### config.mk
export PLATFORM = sky130hd
export DESIGN_NAME = page_table_fifo_translate
export DESIGN_NICKNAME = d
export VERILOG_FILES = /design/src/hdl/ptft_pkg.sv /design/src/hdl/ptft_split.sv /design/src/hdl/page_table_fifo_translate.sv
export SDC_FILE = /design/constraint.sdc
export NUM_CORES = 1
export LEC_CHECK = 0
export ABC_AREA = 1
export BUFFER_PORTS_ARGS = -buffer_cell sky130_fd_sc_hd__buf_2
export CORE_MARGIN = 1.5
export CORE_UTILIZATION = 58
export CTS_BUF_LIST = sky130_fd_sc_hd__clkbuf_8 sky130_fd_sc_hd__clkbuf_16
export DETAILED_ROUTE_END_ITERATION = 12
export PLACE_DENSITY_LB_ADDON = 0.08
export RECOVER_POWER = 25
export SETUP_SLACK_MARGIN = 0.05
export SLEW_MARGIN = 20
export SYNTH_ARGS = -nofsm -noshare
export SYNTH_HDL_FRONTEND = slang
export SYNTH_HIERARCHICAL = 1
export SYNTH_SLANG_ARGS = --single-unit
export TNS_END_PERCENT = 50
### constraint.sdc
create_clock -name clk -period 1.9 [get_ports clk]
set_input_delay 0.095 -clock clk [delete_from_list [all_inputs] [get_ports clk]]
set_output_delay 0.095 -clock clk [all_outputs]
set_load 0.005 [all_outputs]
### src/hdl/ptft_pkg.sv
package ptft_pkg;

  // fixed widths of the word fields
  localparam int VA_W        = 13;
  localparam int PA_W        = 12;
  localparam int FRAME_OUT_W = 2;
  localparam int EVP_W       = 3;

  // sequencer states
  typedef enum logic [2:0] {
    ST_CLEAR,
    ST_IDLE,
    ST_SPLIT,
    ST_READ,
    ST_LOOKUP,
    ST_EVICT
  } state_t;

endpackage

### src/hdl/ptft_split.sv
module ptft_split import ptft_pkg::*; #(
  parameter int NUM_PAGES = 8,
  parameter int PAGE_SIZE = 1024,
  localparam int PAGE_W = $clog2(NUM_PAGES)
) (
  input  logic              clk,
  input  logic              load,
  input  logic [VA_W-1:0]   virtual_address,
  output logic [PAGE_W-1:0] page,
  output logic [VA_W-1:0]   offset
);

  // reciprocals for exact floor division of VA_W-bit values
  localparam int PS_K  = VA_W + $clog2(PAGE_SIZE);
  localparam longint unsigned PS_M = ((64'd1 << PS_K) + PAGE_SIZE - 1) / PAGE_SIZE;
  localparam int PS_PW = VA_W + PS_K + 2;
  localparam int NP_K  = VA_W + $clog2(NUM_PAGES);
  localparam longint unsigned NP_M = ((64'd1 << NP_K) + NUM_PAGES - 1) / NUM_PAGES;
  localparam int NP_PW = VA_W + NP_K + 2;

  logic [VA_W-1:0]  va_q;
  logic [VA_W-1:0]  quot_q;
  logic [VA_W-1:0]  wrap_q;
  logic [PS_PW-1:0] ps_prod;
  logic [NP_PW-1:0] np_prod;
  logic [VA_W-1:0]  off_calc;
  logic [VA_W-1:0]  page_full;

  // address divided by page size, taken when the word is accepted
  assign ps_prod = PS_PW'(virtual_address) * PS_PW'(PS_M);

  always_ff @(posedge clk) begin
    if (load) begin
      va_q   <= virtual_address;
      quot_q <= VA_W'(ps_prod >> PS_K);
    end
  end

  // second stage: offset and the wrap count of the page number
  assign np_prod  = NP_PW'(quot_q) * NP_PW'(NP_M);
  assign off_calc = va_q - VA_W'(32'(quot_q) * 32'(PAGE_SIZE));

  always_ff @(posedge clk) begin
    wrap_q <= VA_W'(np_prod >> NP_K);
    offset <= off_calc;
  end

  // page number folded into the table
  assign page_full = quot_q - VA_W'(32'(wrap_q) * 32'(NUM_PAGES));
  assign page      = page_full[PAGE_W-1:0];

endmodule

### src/hdl/page_table_fifo_translate.sv
// Virtual to physical page translation with FIFO replacement. Raise start
// with virtual_address while busy is low; the word is taken at that edge and
// busy stays high until the result is on the ports. The result is shown for
// exactly one cycle with done high and must be captured then. A hit, or a
// fault that fills a free frame, raises done straight from the lookup; a
// fault that replaces the oldest frame passes through the evict state first.
// A new word can be accepted in the cycle done is high, but not before: each
// word goes through the two-stage address split (divide by page size, fold
// into the table), the registered read of the page table memory and, on
// replacement, a second write to that same single-port table. After reset
// the page table is cleared one entry a cycle, all NUM_PAGES entries, with
// busy high. On a fault physical_address is zero; evicted_page is zero
// unless evicted_valid is set.
module page_table_fifo_translate import ptft_pkg::*; #(
  parameter int NUM_PAGES  = 8,
  parameter int PAGE_SIZE  = 1024,
  parameter int NUM_FRAMES = 4
) (
  input  logic                   clk,
  input  logic                   rst,
  input  logic                   start,
  input  logic [VA_W-1:0]        virtual_address,
  output logic                   busy,
  output logic                   done,
  output logic                   hit,
  output logic [PA_W-1:0]        physical_address,
  output logic [FRAME_OUT_W-1:0] frame,
  output logic                   evicted_valid,
  output logic [EVP_W-1:0]       evicted_page
);

  localparam int PAGE_W  = $clog2(NUM_PAGES);
  localparam int FRAME_W = (NUM_FRAMES > 1) ? $clog2(NUM_FRAMES) : 1;
  localparam int FU_W    = $clog2(NUM_FRAMES + 1);

  state_t state, state_next;

  logic [PAGE_W-1:0]  clr_cnt;
  logic [FU_W-1:0]    frames_used;
  logic [FRAME_W-1:0] fifo_victim;
  logic [FRAME_W-1:0] victim_next;

  // page table entry: present bit over frame number
  logic [FRAME_W:0]   pt_mem [NUM_PAGES];
  logic [FRAME_W:0]   pt_rdata;
  logic [FRAME_W:0]   pt_wdata;
  logic [PAGE_W-1:0]  pt_waddr;
  logic               pt_we;

  // owner page of each frame
  logic [PAGE_W-1:0]  fo_mem [NUM_FRAMES];
  logic [PAGE_W-1:0]  fo_rdata;
  logic [FRAME_W-1:0] fo_waddr;
  logic               fo_we;

  logic               rd_en;
  logic               split_load;
  logic               alloc;
  logic               evict;
  logic               res_load;
  logic               res_hit;
  logic [FRAME_W-1:0] res_frame;

  logic [PAGE_W-1:0]  page;
  logic [VA_W-1:0]    offset;
  logic [PAGE_W-1:0]  cur_page;
  logic [31:0]        pa_full;

  ptft_split #(
    .NUM_PAGES (NUM_PAGES),
    .PAGE_SIZE (PAGE_SIZE)
  ) u_split (
    .clk             (clk),
    .load            (split_load),
    .virtual_address (virtual_address),
    .page            (page),
    .offset          (offset)
  );

  assign busy = (state != ST_IDLE);

  assign victim_next = (fifo_victim == FRAME_W'(NUM_FRAMES - 1)) ? '0 : fifo_victim + 1'b1;

  // state register
  always_ff @(posedge clk) begin
    if (rst) begin
      state <= ST_CLEAR;
    end else begin
      state <= state_next;
    end
  end

  // next state and memory controls
  always_comb begin
    state_next = state;
    split_load = 1'b0;
    rd_en      = 1'b0;
    pt_we      = 1'b0;
    pt_waddr   = cur_page;
    pt_wdata   = {1'b1, fifo_victim};
    fo_we      = 1'b0;
    fo_waddr   = fifo_victim;
    alloc      = 1'b0;
    evict      = 1'b0;
    res_load   = 1'b0;
    res_hit    = 1'b0;
    res_frame  = fifo_victim;
    unique case (state)
      ST_CLEAR: begin
        pt_we    = 1'b1;
        pt_waddr = clr_cnt;
        pt_wdata = '0;
        if (clr_cnt == PAGE_W'(NUM_PAGES - 1)) begin
          state_next = ST_IDLE;
        end
      end
      ST_IDLE: begin
        if (start) begin
          split_load = 1'b1;
          state_next = ST_SPLIT;
        end
      end
      ST_SPLIT: begin
        state_next = ST_READ;
      end
      ST_READ: begin
        rd_en      = 1'b1;
        state_next = ST_LOOKUP;
      end
      ST_LOOKUP: begin
        priority if (pt_rdata[FRAME_W]) begin
          res_hit    = 1'b1;
          res_frame  = pt_rdata[FRAME_W-1:0];
          res_load   = 1'b1;
          state_next = ST_IDLE;
        end else if (frames_used < FU_W'(NUM_FRAMES)) begin
          alloc      = 1'b1;
          res_frame  = frames_used[FRAME_W-1:0];
          pt_we      = 1'b1;
          pt_wdata   = {1'b1, frames_used[FRAME_W-1:0]};
          fo_we      = 1'b1;
          fo_waddr   = frames_used[FRAME_W-1:0];
          res_load   = 1'b1;
          state_next = ST_IDLE;
        end else begin
          // drop the old owner first, the new page goes in next cycle
          pt_we      = 1'b1;
          pt_waddr   = fo_rdata;
          pt_wdata   = '0;
          fo_we      = 1'b1;
          state_next = ST_EVICT;
        end
      end
      ST_EVICT: begin
        evict      = 1'b1;
        pt_we      = 1'b1;
        res_load   = 1'b1;
        state_next = ST_IDLE;
      end
      default: begin
        state_next = ST_IDLE;
      end
    endcase
  end

  // page table memory
  always_ff @(posedge clk) begin
    if (pt_we) begin
      pt_mem[pt_waddr] <= pt_wdata;
    end
    if (rd_en) begin
      pt_rdata <= pt_mem[page];
    end
  end

  // frame owner memory, read at the next victim
  always_ff @(posedge clk) begin
    if (fo_we) begin
      fo_mem[fo_waddr] <= cur_page;
    end
    if (rd_en) begin
      fo_rdata <= fo_mem[fifo_victim];
    end
  end

  // clear counter, fill count and replacement pointer
  always_ff @(posedge clk) begin
    if (rst) begin
      clr_cnt     <= '0;
      frames_used <= '0;
      fifo_victim <= '0;
    end else begin
      if (state == ST_CLEAR) begin
        clr_cnt <= clr_cnt + 1'b1;
      end
      if (alloc) begin
        frames_used <= frames_used + 1'b1;
      end
      if (evict) begin
        fifo_victim <= victim_next;
      end
    end
  end

  // page of the word in flight
  always_ff @(posedge clk) begin
    if (rd_en) begin
      cur_page <= page;
    end
  end

  // result word
  assign pa_full = 32'(res_frame) * 32'(PAGE_SIZE) + 32'(offset);

  always_ff @(posedge clk) begin
    if (rst) begin
      done <= 1'b0;
    end else begin
      done <= res_load;
    end
  end

  always_ff @(posedge clk) begin
    if (res_load) begin
      hit              <= res_hit;
      physical_address <= res_hit ? pa_full[PA_W-1:0] : '0;
      frame            <= FRAME_OUT_W'(res_frame);
      evicted_valid    <= evict;
      evicted_page     <= evict ? EVP_W'(fo_rdata) : '0;
    end
  end

`ifndef ASSERT_OFF
  a_accept_busy: assert property (@(posedge clk) disable iff (rst)
    (start && !busy) |=> busy)
    else $error("accepted word did not make the block busy");

  a_done_idle: assert property (@(posedge clk) disable iff (rst)
    done |-> !busy)
    else $error("result shown while still busy");

  a_evict_full: assert property (@(posedge clk) disable iff (rst)
    (done && evicted_valid) |-> (frames_used == FU_W'(NUM_FRAMES)))
    else $error("eviction before all frames were filled");

  a_hit_clean: assert property (@(posedge clk) disable iff (rst)
    (done && hit) |-> (!evicted_valid && evicted_page == '0))
    else $error("hit reported an eviction");
`endif

endmodule

==> impl_metrics.ini, run 1 <==
[setup_path]
worst_ep_required_time_ns = 1.94
critPathMaxStageDelay_ns = 0.51
slowest_stage = edfxtp_1
path_max_fanout = 5
cp_cell_sequence = inv_2 > nand2_2 > a21oi_1 > nor2_1 > nor2_2 > nand2_1 > nor2_1
start_kind = flop
cp-end-kind = flop
arrival_ns = 1.81
crit_family = simple AND/OR/NAND/NOR gates
crit_top_cell = nor2_1
worst-path-buf-inv = 1
worst-setup-path-type = reg -> reg

[floorplan]
die_h_um = 85.28
dieWidth_um = 85.28
design.die.area_um2 = 7272
core-area_um2 = 6459
initial_core_util_pct = 60.79
ios = 37
std_cell_rows = 29

[placed_design]
hpwl_um = 4902
port_buffers = 36
place_area_um2 = 4209
dp_slack_ns = 0.1329
routabilityCongestion = 0.9126
dp_cells = 449

[drt]
drt-initial-drc-count = 159
routed_via_density = 5.198
num_vias = 2516
firstDrtPassIters = 8
ant_nets = 0
wl_per_cell_um = 14.51
drc = 2
wl_um = 7025

[power_and_ir_drop]
pwr_density_cell_nw_per_um2 = 858.3
leakage_nw = 1.847
ir_drop_mv = 0.7070
total_power_mw = 3.938

[clock_network]
cts_tree = yes
cts.reportedPaths.clkPinSlew_ns = 0.10
cts_max_path_buffers = 2
cts-root-buf = clkbuf_8
clock_latency_ns = 0.35
cts_made_buffers = 9
clock_sinks = 99
htreeDepth = 3

[sta]
finalMaxSlewViolations = 0
rsz0062_at_grt = yes
fmax_ghz = 0.5625
hold_slack_ns = 0.1027
min_period_ns = 1.778
setup_ws_ns = 0.1222
worst_slew_pin_slew_ns = 0.5433
clock_skew_ns = 0.009128
setup-violations-final = 0
slew_headroom_pct = 63.78
hold_viol = 0
tns_ns = 0
finalCritPeriodShare_pct = 93.57

[status]
status = finished, violations left
failed_checks = design-rule violations

[grt]
antenna_found_initial = 0
grt_overflow = 0
grt_pass1_vias = 2403
grt_util_all_layers_pct = 20.11
grt_max_degree = 20
grt_pass1_wl_um = 11020

[layout]
area_delta_synth_final_pct = 16.86
drive_gt1_share_pct = 22.11
fin_nets = 423
layout_common_cells = edfxtp_1, nor2_1, nand2_1
stdcell_count = 484
layout_commonest_cell = edfxtp_1
final_util_pct = 71.04
nFillCells = 464
antenna_cells = 0
stdcell_area_um2 = 4588

[synthesis]
syn_inst = 336
synthesis.area_um2 = 3926
synth_area_per_cell_um2 = 11.69
yosys_warnings = 6

[min_path]
hp-class = in -> reg

[run]
cap_viol_max_count = 0
==> path summary, 6_finish.rpt <==
check / startpoint / end / slack [ns] / depth (start not counted)
worst min register to register: u_split/va_q[9] / u_split/offset[9] / 0.35 / 0
worst max register to register: pt_rdata[2] / pt_mem[3][2] / 0.12 / 7
worst max-delay path: pt_rdata[2] / pt_mem[3][2] / 0.12 / 7
worst min-delay path: rst / clr_cnt[2] / 0.10 / 2
==> sequential cells by signal, indices dropped and copies added, names as in the netlist <==
signal and flops:
fo_mem 12, state 3, clr_cnt 3, pt_mem 24, fifo_victim 2, fo_rdata 3, pt_rdata 3, frames_used 3
evicted_valid 1, u_split/offset 10, hit 1, frame 2, evicted_page 3, u_split/va_q 13, cur_page 3, done 1
physical_address 12
==> timing repair <==
action	CTS	global route
resized for setup	0	2
setup buffers	0	5
endpoints found under the setup margin	0	30
hold endpoints to repair	14	0
hold buffers	14	0
==> report_power, final <==
group	switching, mW	total [mW]	internal (mW)
Sequential	0.0238	2.41	2.39
Clock	0.739	1.32	0.581
Combinational	0.124	0.209	0.0842
==> layout make-up <==
| class | instances | area, um2 | area share [%] |
|---|---|---|---|
| Clock buffer | 10 | 148.9 | 3.245 |
| Clock inverter | 6 | 56.30 | 1.227 |
| Sequential cell | 99 | 2753 | 59.99 |
| Multi-Input combinational cell | 194 | 993.5 | 21.65 |
| Timing Repair Buffer | 63 | 409.1 | 8.917 |
| Tap cell | 77 | 96.34 | 2.100 |
| Inverter | 35 | 131.4 | 2.863 |
==> metal layers <==
metal	GRT usage, %	part of all wire, %	vias to the layer above
li1	-	-	1257
met5	0	0	-
met2	35.28	51	63
met4	5.425	0.63	0
met3	6.031	6.0	5
met1	24.34	42	1191
Power figures use the tool's default switching activity.
==> inputs of run 2 (changes only) <==
--- a/config.mk
+++ b/config.mk
@@ -5,15 +5,12 @@
 export SDC_FILE = /design/constraint.sdc
 export NUM_CORES = 1
 export LEC_CHECK = 0
-export ABC_AREA = 1
 export BUFFER_PORTS_ARGS = -buffer_cell sky130_fd_sc_hd__buf_2
 export CORE_MARGIN = 1.5
 export CORE_UTILIZATION = 58
 export CTS_BUF_LIST = sky130_fd_sc_hd__clkbuf_8 sky130_fd_sc_hd__clkbuf_16
 export DETAILED_ROUTE_END_ITERATION = 12
 export PLACE_DENSITY_LB_ADDON = 0.08
-export RECOVER_POWER = 25
-export SETUP_SLACK_MARGIN = 0.05
 export SLEW_MARGIN = 20
 export SYNTH_ARGS = -nofsm -noshare
 export SYNTH_HDL_FRONTEND = slang
==> run 2 against run 1 <==
Against the previous run:
- the flow finishes with violations (negative setup slack)
- fmax down 12%
- worst setup slack worse by 0.24 ns
- clock skew rose by 0.00066 ns
- clock power is 8% lower
- final cell count is 14% lower
- sequential share of layout area decreased by 3.2 points
- routed wire length rose by 0.17%
- design area increased by 5.9%
- register-to-register slack got worse by 0.24 ns
- global-route usage grew 1.7 points
==> impl_metrics.ini, run 2 <==
[clock_network]
clock_sinks = 99
cts_max_path_buffers = 2
htreeDepth = 3
cts_tree = yes
cts.reportedPaths.clkPinSlew_ns = 0.09
cts-root-buf = clkbuf_8
cts_made_buffers = 9
clock_latency_ns = 0.36

[grt]
antenna_found_initial = 0
grt_pass1_wl_um = 11360
grt_max_degree = 20
grt_pass1_vias = 2201
grt_overflow = 0
grt_util_all_layers_pct = 21.83

[drt]
num_vias = 2254
drt-initial-drc-count = 191
wl_per_cell_um = 17.00
ant_nets = 0
drc = 0
wl_um = 7037
routed_via_density = 5.444
firstDrtPassIters = 4

[power_and_ir_drop]
pwr_density_cell_nw_per_um2 = 784.8
ir_drop_mv = 0.6612
leakage_nw = 1.840

[setup_path]
arrival_ns = 2.07
cp-end-kind = flop
path_max_fanout = 4
start_kind = flop
worst_ep_required_time_ns = 1.96
worst-setup-path-type = reg -> reg

[synthesis]
yosys_warnings = 6
syn_inst = 241
synth_area_per_cell_um2 = 15.67
synthesis.area_um2 = 3776

[layout]
layout_common_cells = edfxtp_1, buf_4, buf_2
layout_commonest_cell = edfxtp_1
nFillCells = 395
antenna_cells = 0
fin_nets = 353
final_util_pct = 76.93
reg.largest.list = pt_mem (24), u_split/va_q (13)
stdcell_area_um2 = 4857
drive_gt1_share_pct = 40.06
area_delta_synth_final_pct = 28.63
top_register = pt_mem
largest_reg_flops = 24

[floorplan]
dieWidth_um = 83.69
die_h_um = 83.69
initial_core_util_pct = 59.81
std_cell_rows = 29
core-area_um2 = 6314
ios = 37
design.die.area_um2 = 7004

[sta]
fmax_ghz = 0.4962
min_period_ns = 2.015
setup-violations-final = 24
setup_ws_ns = -0.1155
finalCritPeriodShare_pct = 106.1
clock_skew_ns = 0.009791
tns_ns = -2.177
hold_viol = 0
rsz0062_at_grt = yes
finalMaxSlewViolations = 0
hold_slack_ns = 0.04017

[status]
status = finished, violations left
failed_checks = negative setup slack

[min_path]
hp-class = in -> reg

[placed_design]
place_area_um2 = 4330
port_buffers = 36
hpwl_um = 4728
routabilityCongestion = 0.7959

[run]
cap_viol_max_count = 0
[run 2: changes by cell type in the layout (fill, tap and decap cells not counted), moves of 5 or more]
cell      delta
inv_1       -25
o21ai_0     -23
buf_4       +26
inv_2        -5
nor3_4       +9
nand2_2      -8
mux4_2       +9
clkbuf_1     -5
nand2_1     -32
nor2_1      -52
and2_1      +15
[run 2: area by class of cell]
class                           instances  area, um2  share of cell area, %
Sequential cell                        99       2756                  56.75
Multi-Input combinational cell        128       1162                  23.93
Timing Repair Buffer                   90      646.9                  13.32
Clock buffer                            9      123.9                  2.550
Tap cell                               77      96.34                  1.984
Clock inverter                          7      56.30                  1.159
Inverter                                4      15.01                 0.3091
[run 2: layer usage]
metal | routed length, um | share of wire (%) | GRT usage, %
met5 | 0 | 0 | 0
met1 | 3043 | 43 | 27.97
met3 | 256 | 3.6 | 6.429
met2 | 3661 | 52 | 36.58
met4 | 76 | 1.1 | 6.259
[run 2: final timing paths]
kind / start / endpoint / slack (ns) / cells past startpoint
worst max-delay path: pt_rdata[2] / pt_mem[0][1] / -0.12 / 4
worst min-delay path: start / state[1] / 0.04 / 3
worst max register to register: pt_rdata[2] / pt_mem[0][1] / -0.12 / 4
worst min register to register: u_split/va_q[1] / u_split/offset[1] / 0.35 / 0
[run 2: critical path: stages (launching register included)]
cell      delay [ns]
edfxtp_1        0.45
nand2b_4        0.18
a211o_4         0.36
a221o_2         0.47
nor3_4          0.26
[run 2: what timing repair did]
| action | CTS | global route |
|---|---|---|
| cloned | 0 | 0 |
| pin swaps | 8 | 9 |
| hold buffers | 13 | 0 |
| setup buffers | 3 | 7 |
| endpoints found under the setup margin | 39 | 37 |
| endpoints found under the hold margin | 13 | 0 |
| resized for setup | 20 | 12 |
[run 2: through the flow]
| stage | setup slack [ns] | total power, mW | cells |
|---|---|---|---|
| after floorplan | -0.06784 | 2.511 | 242 |
| after global placement | -0.1518 | 2.553 | 375 |
| after detailed placement | -0.2146 | 2.559 | 375 |
| after CTS | -0.1246 | 3.816 | 407 |
| after global routing | -0.1800 | 3.959 | 414 |
| final | -0.1155 | 3.812 | 414 |
[run 2: power breakdown]
part	switching (mW)	leakage [nW]	internal (mW)	total, mW
logic	0.105	0.876	0.116	0.221
clock network	0.723	0.0926	0.495	1.22
registers	0.0206	0.871	2.35	2.37
total	0.849	1.84	2.96	3.81
==> inputs of run 3 (changes only) <==
--- a/config.mk
+++ b/config.mk
@@ -6,11 +6,13 @@
 export NUM_CORES = 1
 export LEC_CHECK = 0
 export BUFFER_PORTS_ARGS = -buffer_cell sky130_fd_sc_hd__buf_2
-export CORE_MARGIN = 1.5
+export CAP_MARGIN = 10
+export CORE_MARGIN = 10
 export CORE_UTILIZATION = 58
 export CTS_BUF_LIST = sky130_fd_sc_hd__clkbuf_8 sky130_fd_sc_hd__clkbuf_16
 export DETAILED_ROUTE_END_ITERATION = 12
 export PLACE_DENSITY_LB_ADDON = 0.08
+export SETUP_SLACK_MARGIN = 0.1
 export SLEW_MARGIN = 20
 export SYNTH_ARGS = -nofsm -noshare
 export SYNTH_HDL_FRONTEND = slang
==> run 3 against run 2 <==
Against the previous run:
- the run still ends with negative setup slack left
- fmax down 2.1%
- first-iteration DRC count down 51%
- combinational power up 5%
- non-clock buffer count down 2
- worst setup slack worse by 0.043 ns
- total power up 3.5%
- sequential power about the same
- sequential cell count unchanged
- via count up 0.98%
==> impl_metrics.ini, run 3 (synthesis results as in run 2) <==
[sta]
clock_skew_ns = 0.01509
slew_headroom_pct = 66.71
min_period_ns = 2.058
fmax_ghz = 0.4859
tns_ns = -2.124
setup-violations-final = 25
rsz0062_at_grt = yes
setup_ws_ns = -0.1582
hold_viol = 0
finalMaxSlewViolations = 0
worst_slew_pin_slew_ns = 0.4987
hold_slack_ns = 0.04624
finalCritPeriodShare_pct = 108.3

[grt]
grt_overflow = 0
grt_max_degree = 20
grt_util_all_layers_pct = 14.79
grt_pass1_vias = 2249
grt_pass1_wl_um = 11550
antenna_found_initial = 0

[layout]
area_delta_synth_final_pct = 28.33
layout_common_cells = edfxtp_1, buf_2, buf_4
drive_gt1_share_pct = 38.81
layout_commonest_cell = edfxtp_1
stdcell_count = 412
fin_nets = 351
reg.largest.list = pt_mem (24), u_split/va_q (13)
top_register = pt_mem
antenna_cells = 0
largest_reg_flops = 24

[min_path]
hp-class = in -> reg

[status]
failed_checks = negative setup slack
status = finished, violations left

[drt]
drc = 0
num_vias = 2276
drt-initial-drc-count = 93
firstDrtPassIters = 4
wl_um = 7448
ant_nets = 0
wl_per_cell_um = 18.08
routed_via_density = 5.524

[clock_network]
clock_sinks = 99
cts-root-buf = clkbuf_8
clock_latency_ns = 0.36
cts_tree = yes
cts_made_buffers = 9
cts_max_path_buffers = 2
cts.reportedPaths.clkPinSlew_ns = 0.09
htreeDepth = 3

[setup_path]
path_max_fanout = 5
worst-setup-path-type = reg -> reg
crit_family = compound AO/OA/AOI/OAI gates
slowest_stage = a221o_2
worst-path-buf-inv = 0
critPathMaxStageDelay_ns = 0.47
worst_ep_required_time_ns = 1.95
start_kind = flop
arrival_ns = 2.11
cp-end-kind = flop
cp_cell_sequence = nand2b_4 > a211o_4 > a221o_2 > nor3_4

[placed_design]
routabilityCongestion = 0.8591
dp_cells = 375
hpwl_um = 5070
dp_slack_ns = -0.1386
port_buffers = 36

[floorplan]
die_h_um = 100.7
initial_core_util_pct = 59.47
ios = 37
std_cell_rows = 29
core-area_um2 = 6350
design.die.area_um2 = 10140
dieWidth_um = 100.7

[run]
cap_viol_max_count = 0

[power_and_ir_drop]
ir_drop_mv = 0.7057
leakage_nw = 1.822
pwr_density_cell_nw_per_um2 = 813.9
total_power_mw = 3.944
-- run 3: metrics by stage --
stage / util (%) / area, um2
after global placement: 68.14 / 4327
after CTS: 75.67 / 4805
after floorplan: - / 3856
after detailed placement: 68.14 / 4327
after global routing: 76.32 / 4846
final: 76.32 / 4846
-- run 3: power by group --
group	internal [mW]	switching [mW]	total (mW)
Combinational	0.121	0.111	0.231
Clock	0.617	0.724	1.34
Sequential	2.35	0.0199	2.37
Total	3.09	0.854	3.94
-- run 3: cell type report --
type / count / area, um2
clock buffer: 9 / 123.9
sequential: 99 / 2755
inverter: 4 / 15.01
multi-input combinational: 128 / 1156
clock inverter: 7 / 76.32
fill: 395 / 1504
timing repair buffer: 88 / 623.1
tap: 77 / 96.34
-- run 3: tightest hold or removal path, cell delays in order --
cell and delay (ns):
buf_2 0.09, a21oi_1 0.05, nor3_1 0.12
-- run 3: metal layers --
layer / global-route usage [%] / vias to the layer above / share of wire, %
li1: - / 1094 / -
met1: 18.29 / 1113 / 41
met2: 24.13 / 58 / 51
met3: 3.224 / 11 / 6.2
met4: 6.957 / 0 / 1.8
met5: 0 / - / 0
-- run 3: what timing repair did --
action,4_1_cts,5_1_grt
pin swaps,3,8
resized for setup,18,11
setup endpoints to repair,55,78
hold endpoints to repair,13,0
hold buffers,13,0
buffers inserted,7,1
-- run 3: path summary, 6_finish.rpt --
kind / cells after the start / end / slack, ns / startpoint
hold / removal: 3 / state[1] / 0.05 / start
setup reg to reg: 4 / pt_mem[1][1] / -0.16 / pt_rdata[2]
setup / recovery: 4 / pt_mem[1][1] / -0.16 / pt_rdata[2]
hold reg to reg: 0 / u_split/offset[5] / 0.34 / u_split/va_q[5]
